===== config.mk =====
export PLATFORM = sky130hd
export DESIGN_NAME = asf_sqrt
export DESIGN_NICKNAME = d
export VERILOG_FILES = /design/src/sv/asf_pkg.sv /design/src/sv/asf_sqrt.sv
export SDC_FILE = /design/constraint.sdc
export NUM_CORES = 2
export LEC_CHECK = 0
export BUFFER_PORTS_ARGS = -buffer_cell sky130_fd_sc_hd__buf_2
export CAP_MARGIN = 0
export CORE_MARGIN = 2
export CORE_UTILIZATION = 56
export DETAILED_ROUTE_END_ITERATION = 8
export GPL_TIMING_DRIVEN = 0
export HOLD_SLACK_MARGIN = 0.08
export PLACE_DENSITY = 0.75
export SETUP_SLACK_MARGIN = 0.15
export SYNTH_ARGS = -nofsm -noshare
export SYNTH_HDL_FRONTEND = slang
export SYNTH_SLANG_ARGS = --single-unit

===== constraint.sdc =====
create_clock -name clk -period 3.45 [get_ports clk]
set_input_delay 0 -clock clk [delete_from_list [all_inputs] [get_ports clk]]
set_output_delay 0 -clock clk [all_outputs]
set_load 0.02 [all_outputs]

===== src/sv/asf_pkg.sv =====
// Shared constants and types for the 3D arrive steering force pipeline.
// No dependencies.
`timescale 1ns / 1ps
`default_nettype none
package asf_pkg;
	localparam int FRAC_BITS   = 8;
	localparam int COORD_W     = 32;
	localparam int DIFF_W      = 33;
	localparam int SQ_W        = 66;
	localparam int ROOT_W      = 34;
	localparam int REM_W       = 36;
	localparam int DEC_W       = 16;
	localparam int WGT_W       = 16;
	localparam int RAD_W       = 31;
	localparam int SPD_W       = 31;
	localparam int NUM1_W      = ROOT_W + FRAC_BITS;
	localparam int PROD_W      = DIFF_W + SPD_W;
	localparam int CFG_IDX_W   = 2;
	localparam int CFG_DATA_W  = 31;
	localparam int SQRT_LAT    = ROOT_W;
	localparam int LATENCY     = 3 + SQRT_LAT + 1 + NUM1_W + 2 + SPD_W + 3;

	localparam logic [CFG_IDX_W-1:0] REG_DECEL  = 2'd0;
	localparam logic [CFG_IDX_W-1:0] REG_WEIGHT = 2'd1;
	localparam logic [CFG_IDX_W-1:0] REG_RADIUS = 2'd2;

	typedef struct packed {
		logic                        near;
		logic [2:0][DIFF_W-1:0]      d;
		logic [2:0][COORD_W-1:0]     v;
		logic [SPD_W-1:0]            maxs;
	} sb_t;
endpackage
`default_nettype wire


===== src/sv/asf_sqrt.sv =====
// Pipelined floor square root, one result bit per register stage.
// Depends on asf_pkg.
`timescale 1ns / 1ps
`default_nettype none
module asf_sqrt (
	input  wire logic                       clk,
	input  wire logic                       arst_n,
	input  wire logic                       in_vld,
	input  wire logic [asf_pkg::SQ_W-1:0]   rad,
	output logic                            out_vld,
	output logic [asf_pkg::ROOT_W-1:0]      root
);
	import asf_pkg::*;

	localparam int PAD_W = 2 * ROOT_W;

	logic              vld_s  [0:ROOT_W];
	logic [PAD_W-1:0]  rad_s  [0:ROOT_W];
	logic [REM_W-1:0]  rem_s  [0:ROOT_W];
	logic [ROOT_W-1:0] root_s [0:ROOT_W];

	assign vld_s[0]  = in_vld;
	assign rad_s[0]  = {{(PAD_W-SQ_W){1'b0}}, rad};
	assign rem_s[0]  = '0;
	assign root_s[0] = '0;

	for (genvar k = 0; k < ROOT_W; k++) begin : g_step
		logic [REM_W+1:0] rs;
		logic [REM_W+1:0] tr;
		logic [REM_W+1:0] df;
		assign rs = {rem_s[k], rad_s[k][PAD_W-1-2*k -: 2]};
		assign tr = {2'b00, root_s[k], 2'b01};
		assign df = rs - tr;

		always_ff @(posedge clk or negedge arst_n) begin
			if (!arst_n) begin
				vld_s[k+1] <= 1'b0;
			end else begin
				vld_s[k+1] <= vld_s[k];
			end
		end

		always_ff @(posedge clk) begin
			rad_s[k+1] <= rad_s[k];
			if (rs >= tr) begin
				rem_s[k+1]  <= df[REM_W-1:0];
				root_s[k+1] <= {root_s[k][ROOT_W-2:0], 1'b1};
			end else begin
				rem_s[k+1]  <= rs[REM_W-1:0];
				root_s[k+1] <= {root_s[k][ROOT_W-2:0], 1'b0};
			end
		end
	end

	assign out_vld = vld_s[ROOT_W];
	assign root    = root_s[ROOT_W];
endmodule
`default_nettype wire


# Yosys cells after proc, flatten, opt, wreduce, memory -nomap -nowiden
# Index checks and enable logic that the tools add are counted.
# totals
output_inout_bits	35
wordCells	263
ff_bits	2836
inputBits	69
# op_classes
n_addsub	32
n_mux	65
order_cmp	33
# op_table
operator	count
2-to-1 mux 36 bit	31
greater-or-equal comparator 38 x 10 -> 1 bit	1
greater-or-equal comparator 38 x 11 -> 1 bit	1
greater-or-equal comparator 38 x 12 -> 1 bit	1
greater-or-equal comparator 38 x 13 -> 1 bit	1
greater-or-equal comparator 38 x 14 -> 1 bit	1
greater-or-equal comparator 38 x 15 -> 1 bit	1
greater-or-equal comparator 38 x 16 -> 1 bit	1
greater-or-equal comparator 38 x 17 -> 1 bit	1
greater-or-equal comparator 38 x 18 -> 1 bit	1
greater-or-equal comparator 38 x 19 -> 1 bit	1
greater-or-equal comparator 38 x 20 -> 1 bit	1
greater-or-equal comparator 38 x 21 -> 1 bit	1
greater-or-equal comparator 38 x 22 -> 1 bit	1
greater-or-equal comparator 38 x 23 -> 1 bit	1
greater-or-equal comparator 38 x 24 -> 1 bit	1
greater-or-equal comparator 38 x 25 -> 1 bit	1
greater-or-equal comparator 38 x 26 -> 1 bit	1
greater-or-equal comparator 38 x 27 -> 1 bit	1
greater-or-equal comparator 38 x 28 -> 1 bit	1
greater-or-equal comparator 38 x 29 -> 1 bit	1
greater-or-equal comparator 38 x 3 -> 1 bit	1
greater-or-equal comparator 38 x 30 -> 1 bit	1
greater-or-equal comparator 38 x 31 -> 1 bit	1
44 further kinds	76

# Logic depth before layout (Yosys ltp)
# logic_depth
depth_word	2
mapped_depth	15
mapped_depth_nobuf	14

# Worst setup path before layout
# No wires, ideal clock.
# synth_timing
kind	flip-flop to flip-flop
startpoint	register root_s, in the netlist g_step[31].tr[2]
endpoint	register rem_s, in the netlist g_step[32].rs[15]
required_ns	3.380
period_less_slack_ns	3.719
setup_ns	0.070
n_path_buf	2
path_stages_with_launch	14
setup_slack_ns	-0.269
arrival_ns	3.649
path_cell_list	dfxtp_1 > inv_1 > ha_1 > nor2b_1 > o31a_1 > o31ai_1 > a21oi_1 > o41ai_1 > o221ai_1 > a2111oi_0 > nand2_1 > clkbuf_1 > clkbuf_1 > a21oi_1
# synth_via
elab_chain_len	2
word_cells_on_any_way	3
cone_classes	add/sub (1); order compare (1); mux (1)
# synth_rtl
item	line_no	source
start, declared	asf_sqrt.sv:20	logic [ROOT_W-1:0] root_s [0:ROOT_W];
start signal, assigned by index	asf_sqrt.sv:47	root_s[k+1] <= {root_s[k][ROOT_W-2:0], 1'b1};
start signal, assigned by index	asf_sqrt.sv:50	root_s[k+1] <= {root_s[k][ROOT_W-2:0], 1'b0};
subtractor 36 x 32 -> 36 bit / greater-or-equal comparator 38 x 32 -> 1 bit (equally long branches)	asf_sqrt.sv:33, asf_sqrt.sv:45	
2-to-1 mux 36 bit *	asf_sqrt.sv:45	if (rs >= tr) begin
end signal, assigned by index	asf_sqrt.sv:46	rem_s[k+1] <= df[REM_W-1:0];
end signal, assigned by index	asf_sqrt.sv:49	rem_s[k+1] <= rs[REM_W-1:0];
end, declared	asf_sqrt.sv:19	logic [REM_W-1:0] rem_s [0:ROOT_W];
# Every way passes the cells marked *; elsewhere a longest branch is shown, timed or not.
# A chain may end at the register's enable or synchronous reset.

# Worst setup path after layout
# layout_timing
startpoint	register rem_s, in the netlist g_step[31].rs[3]
endpoint	register rem_s, in the netlist g_step[32].rs[20]
# layout_via
elab_chain_len	2
word_cells_on_any_way	3
cone_classes	add/sub (1); order compare (1); mux (1)
# layout_rtl
item	line_no
subtractor 36 x 32 -> 36 bit / greater-or-equal comparator 38 x 32 -> 1 bit (equally long branches)	asf_sqrt.sv:33, asf_sqrt.sv:45
2-to-1 mux 36 bit *	asf_sqrt.sv:45
# Marks and branches as above.

==> metrics <==
chip width=428 um; average routed wire per standard cell=18.3 um; Hold Slack=0.243 ns; Sw Pwr=24.5 mW; synth unique cells=86; placed cell count=12300; top cells by instance count after synthesis=2762 x dfxtp_1, 751 x inv_1, 698 x nand2_1, 626 x nor2_1, 603 x a21oi_1; sequential-to-total area share from yosys stat=0.559; die area=183000 um^2; root buffer cell=clkbuf_16; DR vias=71300; number of global-route vias before repair=70700; share of layout cells above drive strength 1=0.128; GR Overflow Total=0; Final WS setup=-0.115 ns; worst skew pair latency=0.93 ns; Netlist Area Pre-Place=101000 um^2; Leakage=55.7 nW; TritonCTS buffer count=290; largest area contributor in the netlist=dfxtp_1; nature of the critical path startpoint=flop; Final min period=3.56 ns; starting density of the core=0.563; Post-synth EDFFs=0; Final HPWL DP=168000 um; sequential share of power=0.477; Setup violations, final=49; VDD IR max=0.000602 V; Post-route DRC=0; internal power=62.9 mW; I/O Buffers=102; CP Data Required Time=4.27 ns; final hold violations=0; Clock Power Share=0.362; Sink Count=2796; Top FF cell, synth=dfxtp_1; synthesis-stage register bit count=2796; status=finished with violations; first-pass GRT wire length=372000 um; Max-Cap Viols=0; DRT iter0 DRCs=4980; Crit Path Max Fanout=6; post-synth top area share=0.550; unrepaired setup endpoints after global routing=true; Die Y-Extent=428 um; CP arrival=4.39 ns; core footprint=178000 um^2; violated checks=setup timing; Routability Congestion=0.936; CTS HTree Levels=5; clk_skew=0.0637 ns; Async SR Flop Fraction=0.0122; largest net degree at the start of global routing=35; TritonCTS clock tree=done; relative slew slack=0.425; fmax=0.281 GHz; detailed-route wire length=239000 um; initial antenna violation count=6; Final Cycle Share=1.03; Cell Rows=155; Yosys warning total=0; Pwr per Cell Area=732 nW/um^2; CP Capture Type=flop; Sw Ratio=0.280; average size of a mapped cell=10.2 um^2; # IOs=104; Tightest Pin Transition=0.840 ns; clock slew at reported path FFs=0.06 ns; overall routing resource usage=0.254; post-route ant nets=0; Layout area overhead=18.9%; non-filler instance count after layout=13100; most common cell in the synthesized netlist=dfxtp_1; CTS Buffer Depth=4; Hold Path Class=primary input to flop; vias per cell=5.45; Final Max Slew Viols=0; Post-Synthesis Cells=9851; Crit Path Category=flop to flop; synth top area cells=dfxtp_1 55%, ha_1 7.4%, xor2_1 4.1%; NumNets Final=11200; drt pass-1 iters=8; Combinational Power Share=0.161
## layer usage
layer	share of wire	GRT usage
met2	0.49	0.447
met4	0.028	0.0800
met3	0.050	0.0369
met1	0.43	0.320
met5	0.000079	0
## layout make-up
class	instances	area, um^2
diodes	2	5.00
plain buffers	199	1260
clock buffers	379	8190
clock inverters	117	1540
fillers	13500	58900
inverters	758	2860
multi-input cells	6099	43500
flip-flops and latches	2796	56200
well taps	2355	2950
repair buffers	372	3120
## worst paths after layout
check | start | to | slack (ns) | cells past startpoint
worst max-delay path | g_step[31].rs[3] | g_step[32].rs[20] | -0.11 | 12
worst min-delay path | rad[8] | rad_s[2252] | 0.24 | 3
worst max register to register | g_step[31].rs[3] | g_step[32].rs[20] | -0.11 | 12
min in group asynchronous | arst_n | vld_s[26] | 0.64 | 5
worst min register to register | rad_s[1466] | g_step[14].rs[0] | 0.27 | 0
max in group asynchronous | arst_n | vld_s[7] | 2.60 | 5
## per-stage QoR
step	area, um^2	total power [mW]	utilization	setup TNS [ns]	setup WS [ns]
3_5_place_dp	104000	54.5	0.583	-269.26	-1.25
2_1_floorplan	101000	50.2	-	-0.249	-0.0665
6_report	120000	87.5	0.670	-2.60	-0.115
5_1_grt	120000	91.4	0.670	-7.40	-0.188
3_3_place_gp	104000	54.2	0.583	-254.60	-1.20
4_1_cts	117000	87.0	0.658	-0.195	-0.0416
## worst max-delay path, cell delays in order, from the launching register on
cell and delay [ns]:
dfxtp_1 0.40, ha_4 0.24, o21a_1 0.23, o31a_1 0.17, o31ai_4 0.30, a21oi_2 0.14
o41ai_4 0.48, o221ai_4 0.21, a2111oi_4 0.50, nand2_4 0.18, clkbuf_16 0.24, clkbuf_16 0.18
a21oi_4 0.16
## what timing repair did
item / CTS / global route
hold endpoints to repair: 101 / 0
buffers inserted: 61 / 59
gates cloned: 6 / 6
resized for setup: 428 / 471
hold buffers: 138 / 0
setup endpoints to repair: 834 / 842
pin swaps: 58 / 112
## layout by cell type (no fill, tap or decap), types with 114 or more instances in the layout
cell           synthesis  final
dfxtp_1             2762   2743
inv_1                751    749
nand2_1              698    680
nor2_1               626    598
ha_1                 598    581
a21oi_1              603    544
xor2_1               471    469
o21ai_0              504    438
xnor2_1              420    412
clkbuf_16              0    306
a21o_1               260    260
nor3_1               287    243
dlygate4sd3_1          0    137
nand3_1              142    135
buf_2                  4    118
or3_1                130    114
o21a_1               115    114
## logic make-up after synthesis
kind of cell / count (synthesis) / synth area share
flip-flops: 2796 / 0.559
AND/OR/NAND/NOR: 2611 / 0.127
AO/OA/AOI/OAI: 1918 / 0.118
buffers and inverters: 959 / 0.0360
XOR/XNOR: 891 / 0.0776
adder cells (fa/ha/maj): 598 / 0.0744
multiplexers: 77 / 0.00848
other: 1 / 0.0000373
## power groups by stage
stage | logic (mW) | clock network (mW) | registers [mW]
finish | 14.1 | 31.6 | 41.7
global route | 15.6 | 33.6 | 42.2
CTS | 13.3 | 32.2 | 41.5
detailed placement | 12.4 | 0 | 42.1
global placement | 12.2 | 0 | 42.0
floorplan | 9.60 | 0 | 40.6
## state kept, by name (all words and copies together) (netlist names)
register and count:
g_step.rs 1145, rad_s 1056, g_step.tr 528, root 33
vld_s 33, out_vld 1
(Power assumes the default switching activity.)
